[config.mk]
export PLATFORM = sky130hd
export DESIGN_NAME = i2c_write_master_top
export DESIGN_NICKNAME = d
export VERILOG_FILES = /design/src/design/iwm_pkg.sv /design/src/design/iwm_cfg.sv /design/src/design/iwm_fsm.sv /design/src/design/i2c_write_master_top.sv
export VERILOG_INCLUDE_DIRS = /design/src /design/src/design
export SDC_FILE = /design/constraint.sdc
export NUM_CORES = 1
export LEC_CHECK = 0
export BUFFER_PORTS_ARGS = -buffer_cell sky130_fd_sc_hd__buf_2
export CORE_MARGIN = 5
export CORE_UTILIZATION = 56
export DETAILED_ROUTE_END_ITERATION = 12
export PLACE_DENSITY = 0.76
export SLEW_MARGIN = 20
export SYNTH_ARGS = -nofsm -noshare
export SYNTH_HDL_FRONTEND = slang
export SYNTH_SLANG_ARGS = --single-unit
[constraint.sdc]
create_clock -name clk -period 5.3 [get_ports clk]
set_input_delay 0.795 -clock clk [delete_from_list [all_inputs] [get_ports clk]]
set_output_delay 0.795 -clock clk [all_outputs]
set_load 0.1 [all_outputs]
[src/design/i2c_write_master_top_macros.svh]
// ------------------------------------------------------------------------
// I2C write master assertion macros
// Shared concurrent-check wrappers, clocked on clk, off during reset.
// ------------------------------------------------------------------------
`ifndef I2C_WRITE_MASTER_TOP_MACROS_SVH
`define I2C_WRITE_MASTER_TOP_MACROS_SVH

// same-cycle implication
`define IWM_ASSERT_NOW(lbl, ante, cons, msg) \
	lbl: assert property (@(posedge clk) disable iff (!arst_n) (ante) |-> (cons)) \
		else $error(msg);

// next-cycle implication
`define IWM_ASSERT_NEXT(lbl, ante, cons, msg) \
	lbl: assert property (@(posedge clk) disable iff (!arst_n) (ante) |=> (cons)) \
		else $error(msg);

`endif

[src/design/iwm_pkg.sv]
// ------------------------------------------------------------------------
// iwm_pkg
// Types and constants for the I2C write master.
// ------------------------------------------------------------------------
`timescale 1ns / 1ps

package iwm_pkg;

	typedef enum logic [1:0] {
		OP_TICK  = 2'd0,
		OP_START = 2'd1,
		OP_WRITE = 2'd2,
		OP_STOP  = 2'd3
	} op_t;

	typedef enum logic [3:0] {
		PH_IDLE       = 4'd0,
		PH_START_POLL = 4'd1,
		PH_START_HIGH = 4'd2,
		PH_START_HOLD = 4'd3,
		PH_LOW        = 4'd4,
		PH_POLL       = 4'd5,
		PH_HIGH       = 4'd6,
		PH_ACK_LOW    = 4'd7,
		PH_STOP_LOW   = 4'd8,
		PH_STOP_POLL  = 4'd9,
		PH_STOP_HIGH  = 4'd10,
		PH_STOP_END   = 4'd11
	} phase_t;

	// status codes
	localparam logic [2:0] ST_NONE    = 3'd0;
	localparam logic [2:0] ST_ACK     = 3'd1;
	localparam logic [2:0] ST_NACK    = 3'd2;
	localparam logic [2:0] ST_TIMEOUT = 3'd3;
	localparam logic [2:0] ST_BUSY    = 3'd4;

	// bit counter codes
	localparam logic [3:0] BITS_PER_BYTE = 4'd8;
	localparam logic [3:0] ACK_SEEN      = 4'd9;
	localparam logic [3:0] NACK_SEEN     = 4'd10;

	// register indexes
	localparam logic [1:0] CFG_HALF_BIT  = 2'd0;
	localparam logic [1:0] CFG_STRETCH   = 2'd1;
	localparam logic [1:0] CFG_DEV_ADDR  = 2'd2;

	localparam logic [7:0] HALF_BIT_RST  = 8'd5;
	localparam logic [7:0] STRETCH_RST   = 8'd100;
	localparam logic [6:0] DEV_ADDR_RST  = 7'd60;

	// effective configuration (zero counts already forced to one)
	typedef struct packed {
		logic [7:0] half_bit;
		logic [7:0] stretch;
		logic [6:0] dev_addr;
	} cfg_t;

	// one result item, msb first
	typedef struct packed {
		logic       rejected;
		logic [2:0] status;
		logic       done_res;
		logic       busy_res;
		logic       sda_drive;
		logic       scl_drive;
	} res_t;

endpackage

[src/design/iwm_cfg.sv]
// ------------------------------------------------------------------------
// iwm_cfg
// Configuration registers, zero counts forced to one.
// ------------------------------------------------------------------------
`timescale 1ns / 1ps

module iwm_cfg import iwm_pkg::*; (
	input  logic       clk,
	input  logic       arst_n,
	input  logic       cfg_we,
	input  logic [1:0] cfg_index,
	input  logic [7:0] cfg_wdata,
	output cfg_t       cfg
);

	logic [7:0] half_bit_q;
	logic [7:0] stretch_q;
	logic [6:0] dev_addr_q;

	always_ff @(posedge clk or negedge arst_n) begin
		if (!arst_n) begin
			half_bit_q <= HALF_BIT_RST;
			stretch_q  <= STRETCH_RST;
			dev_addr_q <= DEV_ADDR_RST;
		end else if (cfg_we) begin
			unique case (cfg_index)
				CFG_HALF_BIT: half_bit_q <= cfg_wdata;
				CFG_STRETCH:  stretch_q  <= cfg_wdata;
				CFG_DEV_ADDR: dev_addr_q <= cfg_wdata[6:0];
				default:      ;
			endcase
		end
	end

	always_comb begin
		cfg.half_bit = (half_bit_q == 8'd0) ? 8'd1 : half_bit_q;
		cfg.stretch  = (stretch_q == 8'd0) ? 8'd1 : stretch_q;
		cfg.dev_addr = dev_addr_q;
	end

endmodule

[src/design/iwm_fsm.sv]
// ------------------------------------------------------------------------
// iwm_fsm
// Bit-level I2C state machine; one step per item.
// ------------------------------------------------------------------------
`timescale 1ns / 1ps
`include "i2c_write_master_top_macros.svh"

module iwm_fsm import iwm_pkg::*; (
	input  logic       clk,
	input  logic       arst_n,
	input  logic       item_en,
	input  op_t        op,
	input  logic [7:0] data_byte,
	input  logic       scl_in,
	input  logic       sda_in,
	input  cfg_t       cfg,
	output res_t       res
);

	phase_t     phase_q, phase_d;
	logic [3:0] bit_q, bit_d;
	logic [7:0] shift_q, shift_d;
	logic [7:0] pbyte_q, pbyte_d;
	logic       pvalid_q, pvalid_d;
	logic [7:0] wait_q, wait_d;
	logic       scl_q, scl_d;
	logic       sda_q, sda_d;
	logic       done;
	logic [2:0] status;
	logic       rej;

	logic [7:0] wait_dec, wait_inc;
	logic       dly_done, poll_out;

	assign wait_dec = (wait_q != 8'd0) ? wait_q - 8'd1 : 8'd0;
	assign dly_done = (wait_dec == 8'd0);
	assign wait_inc = wait_q + 8'd1;
	assign poll_out = (wait_inc >= cfg.stretch);

	// next phase
	always_comb begin
		phase_d = phase_q;
		if (op == OP_TICK) begin
			unique case (phase_q)
				PH_START_POLL: begin
					if (scl_in) phase_d = PH_START_HIGH;
					else if (poll_out) phase_d = PH_IDLE;
				end
				PH_START_HIGH: begin
					if (dly_done) phase_d = sda_in ? PH_START_HOLD : PH_IDLE;
				end
				PH_START_HOLD: if (dly_done) phase_d = PH_LOW;
				PH_LOW:        if (dly_done) phase_d = PH_POLL;
				PH_POLL: begin
					if (scl_in) phase_d = PH_HIGH;
					else if (poll_out) phase_d = PH_IDLE;
				end
				PH_HIGH: begin
					if (dly_done) phase_d = (bit_q < BITS_PER_BYTE) ? PH_LOW : PH_ACK_LOW;
				end
				PH_ACK_LOW: begin
					if (dly_done)
						phase_d = (bit_q == ACK_SEEN && pvalid_q) ? PH_LOW : PH_IDLE;
				end
				PH_STOP_LOW: if (dly_done) phase_d = PH_STOP_POLL;
				PH_STOP_POLL: begin
					if (scl_in) phase_d = PH_STOP_HIGH;
					else if (poll_out) phase_d = PH_STOP_END;
				end
				PH_STOP_HIGH: if (dly_done) phase_d = PH_STOP_END;
				PH_STOP_END:  if (dly_done) phase_d = PH_IDLE;
				default:      phase_d = PH_IDLE;
			endcase
		end else if (phase_q == PH_IDLE) begin
			unique case (op)
				OP_START: phase_d = PH_START_POLL;
				OP_WRITE: phase_d = PH_LOW;
				OP_STOP:  phase_d = PH_STOP_LOW;
				default:  phase_d = PH_IDLE;
			endcase
		end
	end

	// datapath and result
	always_comb begin
		bit_d    = bit_q;
		shift_d  = shift_q;
		pbyte_d  = pbyte_q;
		pvalid_d = pvalid_q;
		wait_d   = wait_q;
		scl_d    = scl_q;
		sda_d    = sda_q;
		done     = 1'b0;
		status   = ST_NONE;
		rej      = 1'b0;
		if (op == OP_TICK) begin
			unique case (phase_q)
				PH_START_POLL, PH_POLL: begin
					if (scl_in) wait_d = cfg.half_bit;
					else begin
						wait_d = wait_inc;
						if (poll_out) begin
							pvalid_d = 1'b0;
							wait_d   = 8'd0;
							done     = 1'b1;
							status   = ST_TIMEOUT;
						end
					end
				end
				PH_START_HIGH: begin
					wait_d = wait_dec;
					if (dly_done) begin
						if (!sda_in) begin
							pvalid_d = 1'b0;
							wait_d   = 8'd0;
							done     = 1'b1;
							status   = ST_BUSY;
						end else begin
							sda_d  = 1'b0;
							wait_d = cfg.half_bit;
						end
					end
				end
				PH_START_HOLD: begin
					wait_d = wait_dec;
					if (dly_done) begin
						shift_d = {cfg.dev_addr, 1'b0};
						bit_d   = 4'd0;
						scl_d   = 1'b0;
						wait_d  = cfg.half_bit;
					end
				end
				PH_LOW: begin
					wait_d = wait_dec;
					if (dly_done) begin
						sda_d  = (bit_q < BITS_PER_BYTE) ? shift_q[7] : 1'b1;
						scl_d  = 1'b1;
						wait_d = 8'd0;
					end
				end
				PH_HIGH: begin
					wait_d = wait_dec;
					if (dly_done) begin
						scl_d  = 1'b0;
						wait_d = cfg.half_bit;
						if (bit_q < BITS_PER_BYTE) begin
							shift_d = {shift_q[6:0], 1'b0};
							bit_d   = bit_q + 4'd1;
						end else begin
							bit_d = sda_in ? NACK_SEEN : ACK_SEEN;
						end
					end
				end
				PH_ACK_LOW: begin
					wait_d = wait_dec;
					if (dly_done) begin
						if (bit_q == ACK_SEEN && pvalid_q) begin
							shift_d  = pbyte_q;
							pvalid_d = 1'b0;
							bit_d    = 4'd0;
							scl_d    = 1'b0;
							wait_d   = cfg.half_bit;
						end else begin
							pvalid_d = 1'b0;
							wait_d   = 8'd0;
							done     = 1'b1;
							status   = (bit_q == ACK_SEEN) ? ST_ACK : ST_NACK;
						end
					end
				end
				PH_STOP_LOW: begin
					wait_d = wait_dec;
					if (dly_done) begin
						sda_d  = 1'b0;
						scl_d  = 1'b1;
						wait_d = 8'd0;
					end
				end
				PH_STOP_POLL: begin
					if (scl_in) wait_d = cfg.half_bit;
					else if (poll_out) begin
						// stop finishes even if the clock stays held
						sda_d  = 1'b1;
						wait_d = cfg.half_bit;
					end else wait_d = wait_inc;
				end
				PH_STOP_HIGH: begin
					wait_d = wait_dec;
					if (dly_done) begin
						sda_d  = 1'b1;
						wait_d = cfg.half_bit;
					end
				end
				PH_STOP_END: begin
					wait_d = wait_dec;
					if (dly_done) begin
						pvalid_d = 1'b0;
						wait_d   = 8'd0;
						done     = 1'b1;
						status   = ST_NONE;
					end
				end
				default: ;
			endcase
		end else if (phase_q != PH_IDLE) begin
			rej = 1'b1;
		end else begin
			unique case (op)
				OP_START: begin
					sda_d    = 1'b1;
					scl_d    = 1'b1;
					pbyte_d  = data_byte;
					pvalid_d = 1'b1;
					wait_d   = 8'd0;
				end
				OP_WRITE: begin
					shift_d  = data_byte;
					bit_d    = 4'd0;
					pvalid_d = 1'b0;
					scl_d    = 1'b0;
					wait_d   = cfg.half_bit;
				end
				OP_STOP: begin
					scl_d  = 1'b0;
					wait_d = cfg.half_bit;
				end
				default: ;
			endcase
		end

		res.scl_drive = scl_d;
		res.sda_drive = sda_d;
		res.busy_res  = (phase_d != PH_IDLE);
		res.done_res  = done;
		res.status    = status;
		res.rejected  = rej;
	end

	always_ff @(posedge clk or negedge arst_n) begin
		if (!arst_n) begin
			phase_q  <= PH_IDLE;
			bit_q    <= 4'd0;
			shift_q  <= 8'd0;
			pbyte_q  <= 8'd0;
			pvalid_q <= 1'b0;
			wait_q   <= 8'd0;
			scl_q    <= 1'b1;
			sda_q    <= 1'b1;
		end else if (item_en) begin
			phase_q  <= phase_d;
			bit_q    <= bit_d;
			shift_q  <= shift_d;
			pbyte_q  <= pbyte_d;
			pvalid_q <= pvalid_d;
			wait_q   <= wait_d;
			scl_q    <= scl_d;
			sda_q    <= sda_d;
		end
	end

	`IWM_ASSERT_NOW(a_status_needs_done, item_en && res.status != ST_NONE, res.done_res, "status without done")
	`IWM_ASSERT_NEXT(a_reject_holds_phase, item_en && res.rejected, phase_q == $past(phase_q), "rejected command moved the phase")
	`IWM_ASSERT_NEXT(a_finish_to_idle, item_en && res.done_res, phase_q == PH_IDLE && !pvalid_q, "finish did not return to idle")
	`IWM_ASSERT_NOW(a_bit_count_range, 1'b1, bit_q <= NACK_SEEN, "bit counter out of range")

endmodule

[src/design/i2c_write_master_top.sv]
// ------------------------------------------------------------------------
// i2c_write_master_top
// Write-only open-drain I2C master with bounded clock stretching.
// ------------------------------------------------------------------------
// Usage:
//   Input items arrive on s_axis. tuser is the operation (tick, start,
//   write, stop); tdata carries the data byte and the sampled SCL/SDA
//   levels. Ticks (one per microsecond) step the bus machine; commands
//   are only taken while idle, else they come back flagged rejected.
//   Every input item yields exactly one result item on m_axis: the SCL
//   and SDA drive levels (0 pulls low), busy, done and a status code.
//   Path: an accepted item enters the input register, then the state
//   step lands in the result register together with the machine state.
//   Throughput: one item per cycle while m_axis_tready is high, set by
//   the single state step between the two registers.
//   Stall: the result register holds while m_axis_tready is low; the
//   input register then fills and s_axis_tready drops, no item lost.
//   Reset: lines released, machine idle, registers back to 5 ticks per
//   half bit, 100 stretch polls, device address 60. Config writes use
//   the cfg port only while the block is idle; user duty, not enforced.
// ------------------------------------------------------------------------
`timescale 1ns / 1ps

module i2c_write_master_top import iwm_pkg::*; (
	input  logic        clk,
	input  logic        arst_n,
	// input items
	input  logic        s_axis_tvalid,
	output logic        s_axis_tready,
	input  logic [15:0] s_axis_tdata,  // data_byte[7:0], scl_in[8], sda_in[9], zero fill
	input  logic [1:0]  s_axis_tuser,  // operation[1:0]
	// result items
	output logic        m_axis_tvalid,
	input  logic        m_axis_tready,
	output logic [7:0]  m_axis_tdata,  // scl_drive[0], sda_drive[1], busy_res[2],
	                                   // done_res[3], status[6:4], rejected[7]
	// configuration
	input  logic        cfg_we,
	input  logic [1:0]  cfg_index,
	input  logic [7:0]  cfg_wdata
);

	// input register
	logic       valid_s1;
	op_t        op_s1;
	logic [7:0] data_s1;
	logic       scl_s1;
	logic       sda_s1;

	// result register
	logic       out_valid_q;
	logic [7:0] out_data_q;

	logic       advance;
	cfg_t       cfg;
	res_t       res;

	// the item in s1 steps the machine when the result slot is free or draining
	assign advance       = valid_s1 && (!out_valid_q || m_axis_tready);
	assign s_axis_tready = !valid_s1 || !out_valid_q || m_axis_tready;

	always_ff @(posedge clk or negedge arst_n) begin
		if (!arst_n) begin
			valid_s1 <= 1'b0;
		end else if (s_axis_tready) begin
			valid_s1 <= s_axis_tvalid;
		end
	end

	always_ff @(posedge clk) begin
		if (s_axis_tready && s_axis_tvalid) begin
			op_s1   <= op_t'(s_axis_tuser);
			data_s1 <= s_axis_tdata[7:0];
			scl_s1  <= s_axis_tdata[8];
			sda_s1  <= s_axis_tdata[9];
		end
	end

	iwm_cfg u_cfg (
		.clk       (clk),
		.arst_n    (arst_n),
		.cfg_we    (cfg_we),
		.cfg_index (cfg_index),
		.cfg_wdata (cfg_wdata),
		.cfg       (cfg)
	);

	iwm_fsm u_fsm (
		.clk       (clk),
		.arst_n    (arst_n),
		.item_en   (advance),
		.op        (op_s1),
		.data_byte (data_s1),
		.scl_in    (scl_s1),
		.sda_in    (sda_s1),
		.cfg       (cfg),
		.res       (res)
	);

	always_ff @(posedge clk or negedge arst_n) begin
		if (!arst_n) begin
			out_valid_q <= 1'b0;
		end else if (advance) begin
			out_valid_q <= 1'b1;
		end else if (m_axis_tready) begin
			out_valid_q <= 1'b0;
		end
	end

	always_ff @(posedge clk) begin
		if (advance) begin
			out_data_q <= {res.rejected, res.status, res.done_res, res.busy_res,
				res.sda_drive, res.scl_drive};
		end
	end

	assign m_axis_tvalid = out_valid_q;
	assign m_axis_tdata  = out_data_q;

endmodule

Word level (Yosys, flattened, before mapping)
Index checks and enable logic that the tools add are counted.

Bits in registers: 80. Output and inout port bits: 10. Word-level logic and storage cells: 198.

$add $sub $neg: 3. Order comparisons: 2. Eq/ne operators: 31. Multiplexer cells: 104. Bitwise gates (word level): 2. Reductions and logical operators: 36.

Operator list (number): two-way mux 8 bit (23); two-way mux 4 bit (23); case mux 8 bit (6 select lines) (1); case mux 4 bit (11 select lines) (1); two-way mux 1 bit (34); zero test 8 bit (3); != test 3 x 2 -> 1 bit (second input constant) (8); case mux 4 bit (3 select lines) (2); case mux 8 bit (3 select lines) (1); == test 4 bit (second input constant) (5); two-way mux 3 bit (6); AND reduction 9 bit (2); == test 4 x 3 -> 1 bit (second input constant) (4); case mux 8 bit (2 select lines) (1); two-way mux 2 bit (5); OR reduction 2 bit (5); case mux 3 bit (3 select lines) (1); adder 8 x 1 -> 8 bit (second input constant) (1); == test 4 x 2 -> 1 bit (second input constant) (2); greater-or-equal comparator 8 bit (1); != test 4 bit (second input constant) (2); AND reduction 4 bit (2); AND reduction 8 bit (1); nonzero test 4 bit (2); other kinds (24) (42).

Longest topological paths before layout
Depth in word-level cells: 8. Depth in mapped cells: 12.

By module
Synthesis repeated with hierarchy kept, for this count alone.

Cell total of the unflattened synthesis: 523. Area total of the unflattened synthesis: 4993.5 um^2.

By module, submodules not included: iwm_fsm (times used 1, cells an instance 426, area an instance 3311.9 um^2, sequential area each 878.3 um^2); iwm_cfg (times used 1, cells an instance 69, area an instance 977.2 um^2, sequential area each 586.8 um^2); i2c_write_master_top (times used 1, cells an instance 28, area an instance 704.4 um^2, sequential area each 650.6 um^2).

Worst setup path before layout
OpenSTA, ideal clock, no wires.

Kind: flip-flop to flip-flop. Start point: register u_fsm.wait_q[3]. End point: register u_fsm.wait_q[0]. Setup time: 0.087 ns. Arrival: 3.041 ns. Data required time: 5.213 ns. Setup slack: 2.173 ns. Stages on the path, launching flop included: 13. Path buffers: 1. Path through: dfrtp_1 clkbuf_1 nand3_1 or3_1 xnor2_1 ha_1 a21o_1 a21oi_1 o311ai_1 o221ai_1 and3_1 or3b_1 o211ai_1.

Word-level cells in the longest chain between the ends: 6.

Ends and longest elaborated chain: start, declared (RTL line iwm_fsm.sv:25) `logic [7:0] wait_q, wait_d;`; start signal, assigned (RTL line iwm_fsm.sv:255) `wait_q <= wait_d;`; adder 8 x 1 -> 8 bit (tied with other cells) (RTL line iwm_fsm.sv:37) `assign wait_inc = wait_q + 8'd1;`; greater-or-equal comparator 8 bit / two-way mux 8 bit (equally long branches) (RTL line iwm_fsm.sv:38, iwm_fsm.sv:35); two-way mux 8 bit (tied with other cells) (RTL line iwm_fsm.sv:181) `else if (poll_out) begin`; two-way mux 8 bit (tied with other cells) (RTL line iwm_fsm.sv:180) `if (scl_in) wait_d = cfg.half_bit;`; case mux 8 bit (6 select lines) * (RTL line iwm_fsm.sv:97) `unique case (phase_q)`; two-way mux 8 bit * (RTL line iwm_fsm.sv:96) `if (op == OP_TICK) begin`.

Every way passes the cells marked *; elsewhere a longest branch is shown, timed or not. A chain may end at the register's enable or synchronous reset.

==> flow_results.org <==
** Outcome
- Status :: finished clean

** Worst setup path
- The slowest stage of the critical path is the o311ai_1 cell.
- The critical path runs through a total of 11 cells.
- STA classifies the critical path startpoint as a flip-flop.
- Traced cell by cell, the critical path runs through ha_1, inv_1, or3_1, xnor2_1, ha_1, nand3_1, o311ai_1, nand2b_1, a221oi_1, a311oi_1, nand4_1.
- Counting cells, the worst reg-to-reg path comes to 11.
- Startpoint of the most critical register-to-register path :: u_fsm.wait_q[0]
- Of all nets on the critical path, the largest fanout is 10.
- Among the stages of the critical path, the cell type that occurs most often is ha_1.
- Counting both buffers and inverters, the worst setup path holds a total of 1.
- For the worst setup path, the data required time is roughly 5.4 ns.
- Worst Path Class, Setup :: reg2reg
- Highest cell delay on the worst timing path :: about 0.8 ns
- Data arrives at the worst endpoint at about 3.8 ns.
- CP delay by family, top :: compound AO/OA/AOI/OAI gates
- Startpoint of the most critical setup path :: u_fsm.wait_q[0]
- The worst setup path is captured at a flip-flop.

** Synth
- Area share of the leading cell type in the synthesized netlist :: 0.243
- Summing every instance area after synthesis gives between 5000 and 6000 sq um.
- Synthesis instantiated 69 different standard cells from the library.
- Main area contributors after synthesis :: dfrtp_1 24%, edfxtp_1 12%, mux2_2 8.9%
- #FFs+latches synth :: 80
- Synthesized instance count :: 542
- The Yosys step of the flow raised 0 warnings.
- Counting flops with a built-in enable in the synthesized netlist gives 20.
- Commonest register cell after synthesis :: dfrtp_1
- The share of the Yosys chip area taken by registers is 0.419.
- Counting every net in the synthesized netlist gives slightly below 600.
- dfrtp_1 takes more of the synthesized area than any other cell.
- After synthesis, the mean cell area works out to roughly 9.3 sq um.
- Post-synth ARST share :: 0.750

** Power
- Of the total power, the clock network draws 0.184.
- Highest ir drop seen on vdd :: roughly 0.26 mV
- In this run the power spent charging and discharging nets is 1.18 mW.
- Total power of the final layout :: approximately 2.7 mW
- The share of total power dissipated in combinational logic is 0.440.
- Of the total power, registers draw 0.376.
- P_leak :: around 2.2 nW
- Switching share of total power :: 0.443
- Power density cells :: slightly below 500 nW/um^2
- Cell internal power was estimated by the tool at 1.49 mW.

** STA
- Aggregate negative setup slack :: 0 ns
- Slew at the pin closest to its max-slew limit :: between 0.9 and 1 ns
- Derived from the worst setup path, the maximum achievable clock frequency is 0.272 GHz.
- For the final database, setup skew stands at between 0.009 and 0.01 ns.
- Max transition margin :: 0.356
- Setup repair after global routing missed its margin :: false
- The worst path in the final design needs a cycle of ~3.7 ns, including I/O delays and setup.
- In the finished design, the share of the clock period the worst path needs comes to 0.695.
- Worst Slack Setup Final :: approximately 1.6 ns
- Total count of max-transition violations in the final report :: 0
- Setup violation total in the final timing report :: 0
- Endpoints failing hold :: 0

** Route
- Number of search-and-repair iterations in the first detailed-routing pass :: 5
- Iter 0 DRT Violations :: 659
- For this run, design rule violations remaining after detail routing come to 0.
- In the final routed layout, each cell accounts on average for around 19 um.
- The final route contains about 4.5k vias.
- Using the TritonRoute via totals, the vias-per-cell ratio works out to roughly 6.6.
- For this block, the routed nets add up to 13,000 um of wire.
- Routed Antenna Nets :: 0

** Die
- Die W :: 105 um
- Die footprint :: between 10,000 and 15,000 sq um
- During I/O placement, the number of pins put on the boundary was between 40 and 50.
- The region available for standard cell placement spans 8760 sq um.
- The floorplan step set the die height to approximately 100 um.
- Starting Density :: 0.576
- Row generation in the floorplan step produced 34 rows.

** CTS
- Hold buffer count at CTS :: 0
- At the later pin of the worst-skew pair, clock insertion delay measures approximately 0.37 ns.
- Cts bufs inserted :: 9
- Postcts setup bufs :: 0
- CTS placed an instance of clkbuf_8 at the clock tree root.
- Clock tree buffer depth :: 2
- Post-CTS repair changed the size of 0 cells.
- CTS HTree Levels :: 3
- TritonCTS built the clock tree.
- Clock-pin slew was measured on the worst setup and hold paths at approximately 0.09 ns.
- Total clock sinks :: 80

** Cells and area
- 0 antenna diodes ended up in the layout.
- Final net count :: between 600 and 700
- Layout overhead on the synthesized area :: 8.41%
- Post-Layout Cell Count :: around 670
- In the final layout, the share of cells above drive strength 1 is 0.210.

** Global routing
- For this run, the total global-route usage over all layers was measured as 0.235.
- Entering global routing, the biggest net connects 61 pins.
- The via count of the first global-routing pass is approximately 4.2k.
- Total congestion overflow :: 0
- The number of antenna violations at the first check in global routing is 0.
- First-pass GRT wire length :: about 21,000 um

** Placement
- Detailed placement finished with a half-perimeter wire length of between 9000 and 10,000 um.
- Worst setup timing slack at the placement stage :: around 1.7 ns
- IO buf count :: 36
- After detailed placement, the design holds a cell count of between 600 and 700.
- Last weighted congestion value of the routability-driven placer :: between 0.9 and 1

** Min path
- The startpoint identified for the worst hold timing path is valid_s1.
- Counting instances, the worst hold path has a depth of 1.
- Path type of the worst min-delay path :: reg2reg

** Flow run
- Max-cap violations in this run came to 0.
## per-layer routing
layer	up-vias	wire, um	GRT usage
met5	-	0	0
met4	0	219	0.0630
met3	26	1030	0.0413
met2	236	6220	0.374
met1	2167	5560	0.333
li1	2043	-	-
## flip-flops by register name (all words and copies together) (netlist names), 2 cells and up
name and count:
data_s1 8, m_axis_tdata 8, op_s1 2, u_cfg.dev_addr_q 7
u_cfg.half_bit_q 8, u_cfg.stretch_q 8, u_fsm.bit_q 4, u_fsm.pbyte_q 8
u_fsm.phase_q 4, u_fsm.shift_q 8, u_fsm.wait_q 8
## synth_stat cells (6+ instances only)
cell	count
a211oi_1	7
a21oi_1	39
a22oi_1	7
a31oi_1	10
clkbuf_1	25
dfrtp_1	49
dfstp_2	11
edfxtp_1	20
ha_1	15
inv_1	22
mux2_2	40
mux2i_1	7
nand2_1	61
nand2b_1	7
nand3_1	19
nor2_1	28
nor3_1	8
nor4_1	6
o211ai_1	13
o21ai_0	47
xnor2_1	6
## stage by stage
stage | utilization | hold slack, ns | cell area, sq um
CTS | 0.623 | 0.502 | 5460
detailed placement | 0.599 | 0.488 | 5250
global placement | 0.599 | 0.464 | 5250
floorplan | - | 0.457 | 5040
finish | 0.624 | 0.499 | 5470
global route | 0.624 | 0.518 | 5470
## layout by cell type, fill, tap and decap left out, types with 4 or more instances in the layout
cell	netlist	final
nand3_1	19	19
edfxtp_1	20	20
mux2i_1	7	7
nand2b_1	7	7
a221oi_1	4	4
nand2_1	61	61
xnor2_1	6	6
nor2_1	28	28
ha_1	15	15
nor3_1	8	8
or3_1	5	5
a31oi_1	10	10
nand3b_1	4	4
clkbuf_8	0	9
mux2_2	40	40
o21ai_0	47	47
nand4_1	4	4
buf_2	4	36
a211oi_1	7	7
nor4_1	6	6
o211ai_1	13	13
nor2b_1	5	5
buf_4	1	4
dfstp_2	11	11
dfrtp_1	49	49
o31ai_1	5	5
a21oi_1	39	39
and3_1	4	4
inv_1	22	22
a22oi_1	7	7
## logic make-up (layout without fill, tap and decap cells)
| group | Yosys count | count (layout) | synth area share |
|---|---|---|---|
| XOR/XNOR | 8 | 8 | 0.0139 |
| AND/OR/NAND/NOR | 169 | 169 | 0.167 |
| multiplexers | 47 | 47 | 0.103 |
| AO/OA/AOI/OAI | 167 | 167 | 0.214 |
| buffers and inverters | 56 | 80 | 0.0449 |
| flip-flops | 80 | 80 | 0.420 |
| adder cells (fa/ha/maj) | 15 | 15 | 0.0372 |
## cell type report
cell class | instances | area (sq um)
clock inverter | 7 | 86.3
tap | 108 | 135
fill | 735 | 3300
sequential | 80 | 2120
inverter | 24 | 90.1
timing repair buffer | 40 | 210
clock buffer | 9 | 124
multi-input combinational | 406 | 2710
## worst register-to-register path, stage by stage (launching register included)
cell and delay (ns):
dfrtp_1 0.56, ha_1 0.28, inv_1 0.05, or3_1 0.36, xnor2_1 0.17, ha_1 0.32
nand3_1 0.10, o311ai_1 0.80, nand2b_1 0.23, a221oi_1 0.09, a311oi_1 0.30, nand4_1 0.15
## power by group through the flow
stage | Clock (mW) | Combinational, mW | Sequential, mW
after global routing | 0.526 | 1.28 | 1.03
after floorplan | 0 | 0.929 | 0.954
after detailed placement | 0 | 1.14 | 1.01
final | 0.491 | 1.17 | 1.01
after CTS | 0.496 | 1.15 | 0.999
after global placement | 0 | 1.11 | 1.00
## path summary, 6_finish.rpt
path,slack [ns],to
setup / recovery,1.62,m_axis_tdata[2]
hold / removal,0.50,m_axis_tvalid
setup reg to reg,1.62,m_axis_tdata[2]
hold reg to reg,0.50,m_axis_tvalid
max in group asynchronous,4.20,u_fsm.pvalid_q
min in group asynchronous,0.58,u_fsm.wait_q[4]
Power figures use the tool's default switching activity.
